**config.mk**
```make
export PLATFORM = sky130hd
export DESIGN_NAME = sensitive_data_pattern_matcher_core
export DESIGN_NICKNAME = d
export VERILOG_FILES = /design/src/sv/sdpm_pkg.sv /design/src/sv/sdpm_front.sv /design/src/sv/sdpm_queue.sv /design/src/sv/sdpm_back.sv /design/src/sv/sensitive_data_pattern_matcher_core.sv
export VERILOG_INCLUDE_DIRS = /design/src /design/src/sv
export SDC_FILE = /design/constraint.sdc
export NUM_CORES = 1
export LEC_CHECK = 0
export ABC_AREA = 1
export BUFFER_PORTS_ARGS = -buffer_cell sky130_fd_sc_hd__buf_4
export CAP_MARGIN = 20
export CORE_ASPECT_RATIO = 0.9
export CORE_MARGIN = 2
export CORE_UTILIZATION = 50
export CTS_BUF_LIST = sky130_fd_sc_hd__clkbuf_8
export DETAILED_ROUTE_END_ITERATION = 7
export PLACE_DENSITY = 0.67
export SETUP_SLACK_MARGIN = 0.5
export SLEW_MARGIN = 20
export SYNTH_ARGS = -nofsm -noshare
export SYNTH_HDL_FRONTEND = slang
export SYNTH_SLANG_ARGS = --single-unit
```
**constraint.sdc**
```tcl
create_clock -name i_clk -period 4.01 [get_ports i_clk]
set_input_delay 1.203 -clock i_clk [delete_from_list [all_inputs] [get_ports i_clk]]
set_output_delay 1.203 -clock i_clk [all_outputs]
set_load 0.02 [all_outputs]
```
**src/sv/sensitive_data_pattern_matcher_core_defines.svh**
```systemverilog
// Assertion macros shared by the pattern matcher modules.
// Each macro expects i_clk and i_rst_n in the scope where it is used.
`ifndef SENSITIVE_DATA_PATTERN_MATCHER_CORE_DEFINES_SVH
`define SENSITIVE_DATA_PATTERN_MATCHER_CORE_DEFINES_SVH

// A condition that must hold at every clock edge outside reset.
`define SDPM_ASSERT_ALWAYS(label, cond, msg) \
    label: assert property (@(posedge i_clk) disable iff (!i_rst_n) (cond)) else $error(msg);

// A consequence that must hold in the same cycle as its antecedent.
`define SDPM_ASSERT_IMPLIES(label, ante, cons, msg) \
    label: assert property (@(posedge i_clk) disable iff (!i_rst_n) (ante) |-> (cons)) \
        else $error(msg);

// A consequence that must hold in the cycle after its antecedent.
`define SDPM_ASSERT_NEXT(label, ante, cons, msg) \
    label: assert property (@(posedge i_clk) disable iff (!i_rst_n) (ante) |=> (cons)) \
        else $error(msg);

`endif

```
**src/sv/sdpm_pkg.sv**
```systemverilog
// Shared types, constants and sizes of the pattern matcher.
// Used by every module of the block; depends on nothing else.
package sdpm_pkg;

    localparam int PATTERN_DEPTH = 64;
    localparam int ADDR_W        = $clog2(PATTERN_DEPTH);
    localparam int CUR_W         = $clog2(PATTERN_DEPTH + 1);
    localparam int QUEUE_DEPTH   = 2;
    localparam int QPTR_W        = $clog2(QUEUE_DEPTH);
    localparam int QCNT_W        = $clog2(QUEUE_DEPTH + 1);

    localparam logic ACTION_LOAD = 1'b0;
    localparam logic ACTION_DATA = 1'b1;

    typedef enum logic [2:0] {
        KIND_LITERAL   = 3'd0,
        KIND_DIGIT     = 3'd1,
        KIND_NONDIGIT  = 3'd2,
        KIND_ALNUM     = 3'd3,
        KIND_NONALNUM  = 3'd4,
        KIND_LETTER    = 3'd5,
        KIND_NONLETTER = 3'd6,
        KIND_BOUNDARY  = 3'd7
    } t_token_kind;

    typedef struct packed {
        logic        action;
        logic [5:0]  token_slot;
        logic [2:0]  token_kind;
        logic [7:0]  token_literal;
        logic        token_optional;
        logic [7:0]  data_byte;
        logic [15:0] byte_position;
        logic        last_byte;
    } t_in_item;

    typedef struct packed {
        logic        match_found;
        logic [16:0] end_position;
    } t_out_item;

    typedef struct packed {
        logic        optional;
        logic [7:0]  literal;
        t_token_kind kind;
    } t_token;

    // One queued command: a table load or a classified data byte.
    typedef struct packed {
        logic        is_load;
        logic        slot_ok;
        logic [ADDR_W-1:0] slot;
        t_token      token;
        logic [7:0]  data_byte;
        logic        is_digit;
        logic        is_letter;
        logic [15:0] byte_position;
        logic        last_byte;
    } t_cmd;

    typedef enum logic [1:0] {
        ST_IDLE,
        ST_EVAL,
        ST_LOOK
    } t_back_state;

endpackage

```
**src/sv/sdpm_front.sv**
```systemverilog
// Front end: takes input transfers, classifies the data byte and packs a queue command.
// Depends on sdpm_pkg.
module sdpm_front (
    input  logic              i_clk,
    input  logic              i_rst_n,
    input  logic              i_in_valid,
    output logic              o_in_stall,
    input  sdpm_pkg::t_in_item i_in_item,
    input  logic              i_queue_full,
    output logic              o_push,
    output sdpm_pkg::t_cmd    o_cmd
);

    logic dg;
    logic lt;

    always_comb begin
        dg = (i_in_item.data_byte >= 8'h30) && (i_in_item.data_byte <= 8'h39);
        lt = ((i_in_item.data_byte >= 8'h41) && (i_in_item.data_byte <= 8'h5A)) ||
             ((i_in_item.data_byte >= 8'h61) && (i_in_item.data_byte <= 8'h7A));
    end

    assign o_in_stall = i_queue_full;
    assign o_push     = i_in_valid && !i_queue_full;

    always_comb begin
        o_cmd                = '0;
        o_cmd.is_load        = (i_in_item.action == sdpm_pkg::ACTION_LOAD);
        o_cmd.slot_ok        = (int'(i_in_item.token_slot) < sdpm_pkg::PATTERN_DEPTH);
        o_cmd.slot           = sdpm_pkg::ADDR_W'(i_in_item.token_slot);
        o_cmd.token.optional = i_in_item.token_optional;
        o_cmd.token.literal  = i_in_item.token_literal;
        o_cmd.token.kind     = sdpm_pkg::t_token_kind'(i_in_item.token_kind);
        o_cmd.data_byte      = i_in_item.data_byte;
        o_cmd.is_digit       = dg;
        o_cmd.is_letter      = lt;
        o_cmd.byte_position  = i_in_item.byte_position;
        o_cmd.last_byte      = i_in_item.last_byte;
    end

    `include "sensitive_data_pattern_matcher_core_defines.svh"

    `SDPM_ASSERT_IMPLIES(a_front_no_push_full, i_queue_full, !o_push, "push into a full queue")

endmodule

```
**src/sv/sdpm_queue.sv**
```systemverilog
// Short command queue between the front end and the token sequencer.
// Depends on sdpm_pkg.
module sdpm_queue (
    input  logic           i_clk,
    input  logic           i_rst_n,
    input  logic           i_push,
    input  sdpm_pkg::t_cmd i_cmd,
    output logic           o_full,
    input  logic           i_pop,
    output logic           o_valid,
    output sdpm_pkg::t_cmd o_cmd
);

    sdpm_pkg::t_cmd r_entry [sdpm_pkg::QUEUE_DEPTH];
    logic [sdpm_pkg::QPTR_W-1:0] r_wr_ptr;
    logic [sdpm_pkg::QPTR_W-1:0] r_rd_ptr;
    logic [sdpm_pkg::QCNT_W-1:0] r_count;
    logic [sdpm_pkg::QPTR_W-1:0] n_wr_ptr;
    logic [sdpm_pkg::QPTR_W-1:0] n_rd_ptr;
    logic [sdpm_pkg::QCNT_W-1:0] n_count;
    logic do_push;
    logic do_pop;

    assign o_full  = (r_count == sdpm_pkg::QCNT_W'(sdpm_pkg::QUEUE_DEPTH));
    assign o_valid = (r_count != '0);
    assign o_cmd   = r_entry[r_rd_ptr];
    assign do_push = i_push && !o_full;
    assign do_pop  = i_pop && o_valid;

    always_comb begin
        n_wr_ptr = r_wr_ptr;
        n_rd_ptr = r_rd_ptr;
        n_count  = r_count;
        if (do_push) begin
            if (r_wr_ptr == sdpm_pkg::QPTR_W'(sdpm_pkg::QUEUE_DEPTH - 1)) begin
                n_wr_ptr = '0;
            end else begin
                n_wr_ptr = r_wr_ptr + sdpm_pkg::QPTR_W'(1);
            end
        end
        if (do_pop) begin
            if (r_rd_ptr == sdpm_pkg::QPTR_W'(sdpm_pkg::QUEUE_DEPTH - 1)) begin
                n_rd_ptr = '0;
            end else begin
                n_rd_ptr = r_rd_ptr + sdpm_pkg::QPTR_W'(1);
            end
        end
        if (do_push && !do_pop) begin
            n_count = r_count + sdpm_pkg::QCNT_W'(1);
        end else if (do_pop && !do_push) begin
            n_count = r_count - sdpm_pkg::QCNT_W'(1);
        end
    end

    always_ff @(posedge i_clk) begin
        if (!i_rst_n) begin
            r_wr_ptr <= '0;
            r_rd_ptr <= '0;
            r_count  <= '0;
        end else begin
            r_wr_ptr <= n_wr_ptr;
            r_rd_ptr <= n_rd_ptr;
            r_count  <= n_count;
        end
    end

    always_ff @(posedge i_clk) begin
        if (do_push) begin
            r_entry[r_wr_ptr] <= i_cmd;
        end
    end

    `include "sensitive_data_pattern_matcher_core_defines.svh"

    `SDPM_ASSERT_ALWAYS(a_queue_bound,
        r_count <= sdpm_pkg::QCNT_W'(sdpm_pkg::QUEUE_DEPTH), "queue count overflow")
    `SDPM_ASSERT_NEXT(a_queue_grow, do_push && !do_pop,
        r_count == $past(r_count) + sdpm_pkg::QCNT_W'(1), "queue count did not grow")

endmodule

```
**src/sv/sdpm_back.sv**
```systemverilog
// Token sequencer: holds the token table, steps through tokens per data byte and
// registers the result. Depends on sdpm_pkg.
module sdpm_back (
    input  logic               i_clk,
    input  logic               i_rst_n,
    input  logic               i_cmd_valid,
    input  sdpm_pkg::t_cmd     i_cmd,
    output logic               o_cmd_pop,
    input  logic [6:0]         i_pattern_length,
    output logic               o_out_valid,
    output sdpm_pkg::t_out_item o_out_item,
    input  logic               i_out_stall
);

    sdpm_pkg::t_token r_table [sdpm_pkg::PATTERN_DEPTH];
    sdpm_pkg::t_token r_token_rd;

    sdpm_pkg::t_back_state r_state;
    sdpm_pkg::t_back_state n_state;
    logic [sdpm_pkg::CUR_W-1:0] r_cursor;
    logic [sdpm_pkg::CUR_W-1:0] n_cursor;
    logic r_decided;
    logic n_decided;
    logic [7:0]  r_byte;
    logic        r_digit;
    logic        r_letter;
    logic [15:0] r_pos;
    logic        r_last;
    logic        r_out_valid;
    sdpm_pkg::t_out_item r_out_item;

    logic [sdpm_pkg::CUR_W-1:0]  act_len;
    logic [sdpm_pkg::CUR_W-1:0]  cur_inc;
    logic [sdpm_pkg::ADDR_W-1:0] rd_addr;
    logic        rd_en;
    logic        wr_en;
    logic        load_byte;
    logic        hit;
    logic        out_free;
    logic        out_load;
    logic        want;
    logic        res;
    logic [16:0] endp;
    logic        ev_exhausted;
    logic        ev_skip;
    logic        ev_optmiss;
    logic        ev_final;
    logic        ev_look;

    always_comb begin
        if (int'(i_pattern_length) > sdpm_pkg::PATTERN_DEPTH) begin
            act_len = sdpm_pkg::CUR_W'(sdpm_pkg::PATTERN_DEPTH);
        end else begin
            act_len = sdpm_pkg::CUR_W'(i_pattern_length);
        end
    end

    assign cur_inc  = r_cursor + sdpm_pkg::CUR_W'(1);
    assign out_free = !r_out_valid || !i_out_stall;

    always_comb begin
        unique case (r_token_rd.kind)
            sdpm_pkg::KIND_LITERAL:   hit = (r_token_rd.literal == r_byte);
            sdpm_pkg::KIND_DIGIT:     hit = r_digit;
            sdpm_pkg::KIND_NONDIGIT:  hit = !r_digit;
            sdpm_pkg::KIND_ALNUM:     hit = r_digit || r_letter;
            sdpm_pkg::KIND_NONALNUM:  hit = !(r_digit || r_letter);
            sdpm_pkg::KIND_LETTER:    hit = r_letter;
            sdpm_pkg::KIND_NONLETTER: hit = !r_letter;
            sdpm_pkg::KIND_BOUNDARY:  hit = !r_digit;
        endcase
    end

    // Decode of one token step. At offset zero a boundary token that meets a digit
    // is passed over while another token follows it.
    always_comb begin
        ev_exhausted = (r_cursor >= act_len);
        ev_skip      = !ev_exhausted && (r_pos == 16'd0) &&
                       (r_token_rd.kind == sdpm_pkg::KIND_BOUNDARY) && r_digit &&
                       (cur_inc < act_len);
        ev_optmiss   = !ev_exhausted && !ev_skip && r_token_rd.optional && !hit;
        ev_final     = !ev_exhausted && !ev_skip && !ev_optmiss &&
                       (!hit || (cur_inc >= act_len));
        ev_look      = !ev_exhausted && !ev_skip && !ev_optmiss && !ev_final && r_last;
    end

    always_comb begin
        want = 1'b0;
        res  = 1'b0;
        endp = {1'b0, r_pos} + 17'd1;
        unique case (r_state)
            sdpm_pkg::ST_IDLE: begin
                want = 1'b0;
            end
            sdpm_pkg::ST_EVAL: begin
                if (ev_exhausted) begin
                    want = 1'b1;
                    res  = 1'b1;
                    endp = {1'b0, r_pos};
                end else if (ev_final) begin
                    want = 1'b1;
                    res  = hit;
                end
            end
            sdpm_pkg::ST_LOOK: begin
                want = 1'b1;
                res  = (r_token_rd.kind == sdpm_pkg::KIND_BOUNDARY);
            end
            default: begin
                want = 1'b0;
            end
        endcase
    end

    assign out_load = want && out_free;

    always_comb begin
        n_state = r_state;
        unique case (r_state)
            sdpm_pkg::ST_IDLE: begin
                if (i_cmd_valid && !i_cmd.is_load && !r_decided) begin
                    n_state = sdpm_pkg::ST_EVAL;
                end
            end
            sdpm_pkg::ST_EVAL: begin
                if (want) begin
                    n_state = out_free ? sdpm_pkg::ST_IDLE : sdpm_pkg::ST_EVAL;
                end else if (ev_skip || ev_optmiss) begin
                    n_state = sdpm_pkg::ST_EVAL;
                end else if (ev_look) begin
                    n_state = sdpm_pkg::ST_LOOK;
                end else begin
                    n_state = sdpm_pkg::ST_IDLE;
                end
            end
            sdpm_pkg::ST_LOOK: begin
                if (out_free) begin
                    n_state = sdpm_pkg::ST_IDLE;
                end
            end
            default: begin
                n_state = sdpm_pkg::ST_IDLE;
            end
        endcase
    end

    always_comb begin
        n_cursor  = r_cursor;
        n_decided = r_decided;
        o_cmd_pop = 1'b0;
        rd_en     = 1'b0;
        rd_addr   = sdpm_pkg::ADDR_W'(r_cursor);
        wr_en     = 1'b0;
        load_byte = 1'b0;
        unique case (r_state)
            sdpm_pkg::ST_IDLE: begin
                if (i_cmd_valid) begin
                    o_cmd_pop = 1'b1;
                    if (i_cmd.is_load) begin
                        wr_en = i_cmd.slot_ok;
                    end else if (r_decided) begin
                        if (i_cmd.last_byte) begin
                            n_cursor  = '0;
                            n_decided = 1'b0;
                        end
                    end else begin
                        load_byte = 1'b1;
                        rd_en     = 1'b1;
                    end
                end
            end
            sdpm_pkg::ST_EVAL: begin
                if (ev_skip || ev_optmiss || ev_look) begin
                    n_cursor = cur_inc;
                    rd_en    = 1'b1;
                    rd_addr  = sdpm_pkg::ADDR_W'(cur_inc);
                end else if (!ev_exhausted && (out_free || !ev_final)) begin
                    n_cursor = cur_inc;
                end
            end
            sdpm_pkg::ST_LOOK: begin
                n_cursor = r_cursor;
            end
            default: begin
                n_cursor = r_cursor;
            end
        endcase
        // A delivered result rearms on the last byte and otherwise locks out the buffer.
        if (out_load) begin
            if (r_last) begin
                n_cursor  = '0;
                n_decided = 1'b0;
            end else begin
                n_decided = 1'b1;
            end
        end
    end

    always_ff @(posedge i_clk) begin
        if (!i_rst_n) begin
            r_state     <= sdpm_pkg::ST_IDLE;
            r_cursor    <= '0;
            r_decided   <= 1'b0;
            r_out_valid <= 1'b0;
        end else begin
            r_state   <= n_state;
            r_cursor  <= n_cursor;
            r_decided <= n_decided;
            if (out_load) begin
                r_out_valid <= 1'b1;
            end else if (!i_out_stall) begin
                r_out_valid <= 1'b0;
            end
        end
    end

    always_ff @(posedge i_clk) begin
        if (load_byte) begin
            r_byte   <= i_cmd.data_byte;
            r_digit  <= i_cmd.is_digit;
            r_letter <= i_cmd.is_letter;
            r_pos    <= i_cmd.byte_position;
            r_last   <= i_cmd.last_byte;
        end
        if (out_load) begin
            r_out_item.match_found  <= res;
            r_out_item.end_position <= endp;
        end
    end

    always_ff @(posedge i_clk) begin
        if (wr_en) begin
            r_table[i_cmd.slot] <= i_cmd.token;
        end
        if (rd_en) begin
            r_token_rd <= r_table[rd_addr];
        end
    end

    assign o_out_valid = r_out_valid;
    assign o_out_item  = r_out_item;

    `include "sensitive_data_pattern_matcher_core_defines.svh"

    `SDPM_ASSERT_ALWAYS(a_cursor_bound,
        r_cursor <= sdpm_pkg::CUR_W'(sdpm_pkg::PATTERN_DEPTH), "cursor beyond table")
    `SDPM_ASSERT_IMPLIES(a_pop_in_idle, o_cmd_pop, r_state == sdpm_pkg::ST_IDLE,
        "queue popped while busy")
    `SDPM_ASSERT_NEXT(a_result_locks, out_load && !r_last, r_decided,
        "result did not lock out the buffer")

endmodule

```
**src/sv/sensitive_data_pattern_matcher_core.sv**
```systemverilog
// Anchored token-pattern matcher: front end, command queue and token sequencer.
// Path: a data byte passes the queue entry, the byte and token registers and the result register.
// Sequencing: a load or a byte after a decision needs only the idle step; a data byte also needs
// an evaluation step, one more per passed-over optional or boundary token and one for the look-ahead
// on the last byte, set by the single table read port; an output stall holds the sequencer in place.
// Reset clears the control state and pattern length; the token table holds nothing until loaded.
module sensitive_data_pattern_matcher_core (
    input  logic                i_clk,
    input  logic                i_rst_n,
    input  logic                i_in_valid,
    output logic                o_in_stall,
    input  sdpm_pkg::t_in_item  i_in_item,
    output logic                o_out_valid,
    input  logic                i_out_stall,
    output sdpm_pkg::t_out_item o_out_item,
    input  logic                i_cfg_valid,
    output logic                o_cfg_ready,
    input  logic [6:0]          i_cfg_data
);

    logic [6:0] r_pattern_length;
    logic       push;
    logic       queue_full;
    logic       queue_valid;
    logic       queue_pop;
    sdpm_pkg::t_cmd front_cmd;
    sdpm_pkg::t_cmd queue_cmd;

    assign o_cfg_ready = 1'b1;

    always_ff @(posedge i_clk) begin
        if (!i_rst_n) begin
            r_pattern_length <= '0;
        end else if (i_cfg_valid && o_cfg_ready) begin
            r_pattern_length <= i_cfg_data;
        end
    end

    sdpm_front u_front (
        .i_clk        (i_clk),
        .i_rst_n      (i_rst_n),
        .i_in_valid   (i_in_valid),
        .o_in_stall   (o_in_stall),
        .i_in_item    (i_in_item),
        .i_queue_full (queue_full),
        .o_push       (push),
        .o_cmd        (front_cmd)
    );

    sdpm_queue u_queue (
        .i_clk   (i_clk),
        .i_rst_n (i_rst_n),
        .i_push  (push),
        .i_cmd   (front_cmd),
        .o_full  (queue_full),
        .i_pop   (queue_pop),
        .o_valid (queue_valid),
        .o_cmd   (queue_cmd)
    );

    sdpm_back u_back (
        .i_clk            (i_clk),
        .i_rst_n          (i_rst_n),
        .i_cmd_valid      (queue_valid),
        .i_cmd            (queue_cmd),
        .o_cmd_pop        (queue_pop),
        .i_pattern_length (r_pattern_length),
        .o_out_valid      (o_out_valid),
        .o_out_item       (o_out_item),
        .i_out_stall      (i_out_stall)
    );

endmodule
```
==> flow_metrics.tcl <==
set metrics [dict create \
    crit_fanout 9 \
    place_ws_ps -220 \
    drc 0 \
    hp-start "u_queue.r_rd_ptr$_SDFFE_PN0P_" \
    maxSlewHeadroom_pct 33.2 \
    h-tree-depth 4 \
    synth-main-ff-cell "edfxtp_1" \
    ir_drop_mv 0.536 \
    vias 30352 \
    grt_antenna_before_repair 4 \
    rr_worst_depth 26 \
    dr.pass1.iters 6 \
    cts.sinks 940 \
    maxSlewViolCount 0 \
    r2r_end "u_back.r_token_rd[11]$_DFFE_PP_" \
    port_buffers 75 \
    drv_cap 0 \
    core_um2 81400 \
    status "finished, final reports clean" \
    min_path_cells 1 \
    period_minus_slack_ps 3960 \
    grt_max_degree 65 \
    final_antenna_net_count 0 \
    grt.total_usage_pct 27.8 \
    async_flop_share_pct 0 \
    required_ps 4580 \
    dpl_cell_area_um2 44800 \
    grt_setup_unrepaired "yes" \
    grt_pass1_vias 28640 \
    power_leakage_nw 21.8 \
    tightest_slew_ps 1000 \
    worst_slack_ps 48.1 \
    cp-start-kind "flop" \
    grt_pass1_wl_um 176000 \
    cts_buffers 147 \
    initial_core_util_pct 50.7 \
    synth.distinct_cells 38 \
    stdcell_count 5572 \
    syn_to_final_growth_pct 23.1 \
    post-route-period-util_pct 98.8 \
    setup_viol 0 \
    fin_area_um2 50900 \
    cp.arrival_ps 4530 \
    die_w_um 307 \
    synthTopCellsByArea "edfxtp_1, nand3_1, nand2_1" \
    rows 99 \
    yosys_warnings 0 \
    r2r_start "u_back.r_cursor[0]$_SDFF_PN0_" \
    syn_area_um2 41300 \
    fmax_mhz 252 \
    finalClockSkew_ps 42.8 \
    yosysMostFrequentCell "nand2_1" \
    clk_latency_ps 830 \
    clockBufferDepth 3 \
    synth_fp_nets 4094 \
    synth_area_leader_cell "edfxtp_1" \
    synth_cells 4017 \
    dpl.hpwl_um 69400 \
    fp.dieH_um 277 \
    holdWs_ps 462 \
    final_nets 4470 \
    syn_avg_cell_area_um2 10.3 \
    dp.cells 5213 \
    path_clk_slew_ps 60 \
    synth_common_cells "nand2_1, edfxtp_1, nand3_1" \
    critPathKind "reg -> reg" \
    cts_root_buffer "clkbuf_8" \
    wl_per_cell_um 21.7 \
    ios 77 \
    routed_via_density 5.45 \
    overflow 0 \
    ff2ff_setup_slack_ps 50 \
    power_density_nw_per_um2 861 \
    synth_seq_area_share_pct 67.8 \
    synth_edf_count 917 \
    synth_top_area_share_pct 66.7 \
    die-area_um2 84900 \
    setup.worst_path.end_class "flop" \
    layout-drive-gt1-share_pct 20.1 \
    finalWirelength_um 121000 \
    hold_class "reg -> reg" \
    cts_tree "built" \
    drt_iter0_drc 4475 \
    hold_violations 0 \
    gp_congestion 0.954 \
    ys_ff_latch 940 \
    fin_setup_tns_ps 0 \
]
[layout by cell type, fill, tap and decap left out, drive strengths merged, types with 2 or more instances in the layout]
| master | n |
|---|---|
| clkinvlp | 6 |
| edfxtp | 917 |
| dfxtp | 23 |
| or2 | 6 |
| a21boi | 3 |
| a2111oi | 2 |
| o21ai | 37 |
| clkbuf | 166 |
| inv | 866 |
| diode | 3 |
| nand2 | 960 |
| nand4 | 6 |
| a21oi | 31 |
| nor2 | 145 |
| bufinv | 2 |
| ha | 21 |
| bufbuf | 2 |
| nand3 | 835 |
| xor2 | 14 |
| nor4 | 2 |
| nor3 | 9 |
| buf | 396 |
| clkinv | 47 |
| xnor2 | 5 |
[cells by family (layout without fill, tap and decap cells)]
| family | after synthesis | count (layout) | share of synthesized area (%) |
|---|---|---|---|
| buffers and inverters | 994 | 1485 | 9.49 |
| multiplexers | 1 | 1 | 0.0242 |
| other | 1 | 4 | 0.00908 |
| adder cells (fa/ha/maj) | 21 | 21 | 0.636 |
| AND/OR/NAND/NOR | 1964 | 1965 | 20.6 |
| flip-flops | 940 | 940 | 67.8 |
| XOR/XNOR | 19 | 19 | 0.403 |
| AO/OA/AOI/OAI | 77 | 77 | 1.05 |
[worst max-delay path, cell delays in order, from the launching register on]
cell	delay, ps
dfxtp_4	360
ha_4	150
nand3_4	80
nor3_4	190
xor2_1	160
inv_1	100
ha_4	280
nand2_4	50
nor2_4	100
nand2_2	80
nand2_4	70
nor2_4	40
nor2_2	120
nand4_1	170
nand2_4	160
buf_6	120
nand3_4	90
nand2_8	190
buf_12	170
clkbuf_16	170
nand2_1	50
nand3_1	80
nand3_1	210
nand3_1	200
nand3_4	120
nand3_4	90
nand2_1	70
[state kept, by name (all words and copies together), names as in the netlist, 2 cells and up, named ones only]
| signal | flops |
|---|---|
| u_back.r_token_rd | 12 |
| u_back.o_out_item | 18 |
| u_back.r_table | 768 |
| u_back.r_byte | 8 |
| u_back.r_pos | 16 |
| u_queue.r_count | 2 |
| u_queue.r_entry | 92 |
| r_pattern_length | 7 |
| u_back.r_cursor | 7 |
| u_back.r_state | 2 |
[timing repair]
action,CTS,global route
pin swaps,35,78
hold buffers,0,0
buffers inserted,29,25
gates cloned,22,14
resized for setup,171,225
setup endpoints to repair,17,51
[cell type report]
| class | instances | area [µm²] |
|---|---|---|
| fillers | 6210 | 30500 |
| flip-flops and latches | 940 | 28000 |
| multi-input cells | 2084 | 11000 |
| repair buffers | 410 | 4780 |
| inverters | 810 | 3050 |
| clock buffers | 154 | 2120 |
| well taps | 1060 | 1330 |
| clock inverters | 111 | 537 |
| diodes | 3 | 7.51 |
[routing by layer]
layer / vias to the layer above / part of all wire [%] / global-route usage [%]
met1: 14404 / 39 / 38.8
met4: 0 / 3.8 / 11.0
met3: 286 / 11 / 6.19
met5: - / 0 / 0
met2: 1770 / 46 / 42.6
li1: 13892 / - / -
[how the worst max path moves through the flow]
stage	startpoint	endpoint	depth (start not counted)
after floorplan	u_back.r_cursor[1]$_SDFF_PN0_	u_back.r_token_rd[10]$_DFFE_PP_	26
after global placement	u_back.r_cursor[1]$_SDFF_PN0_	u_back.r_token_rd[9]$_DFFE_PP_	27
after detailed placement	r_pattern_length[2]$_SDFFE_PN0P_	u_back.r_token_rd[9]$_DFFE_PP_	23
after CTS	u_back.r_cursor[1]$_SDFF_PN0_	u_back.r_token_rd[10]$_DFFE_PP_	26
after global routing	u_back.r_cursor[0]$_SDFF_PN0_	u_back.r_token_rd[2]$_DFFE_PP_	27
final	u_back.r_cursor[0]$_SDFF_PN0_	u_back.r_token_rd[11]$_DFFE_PP_	26
[power breakdown]
| group | switching [mW] | total (mW) | internal (mW) | leakage, nW |
|---|---|---|---|---|
| Sequential | 0.349 | 13.1 | 12.8 | 8.50 |
| Combinational | 14.6 | 23.1 | 8.52 | 11.7 |
| Clock | 3.82 | 7.52 | 3.69 | 1.55 |
[stage by stage]
| step | util, % | total power [mW] |
|---|---|---|
| final | 62.5 | 43.8 |
| after floorplan | - | 22.8 |
| after detailed placement | 55.0 | 30.5 |
| after global routing | 62.5 | 45.5 |
| after CTS | 60.5 | 41.3 |
| after global placement | 55.0 | 30.3 |
(Power assumes the default switching activity.)
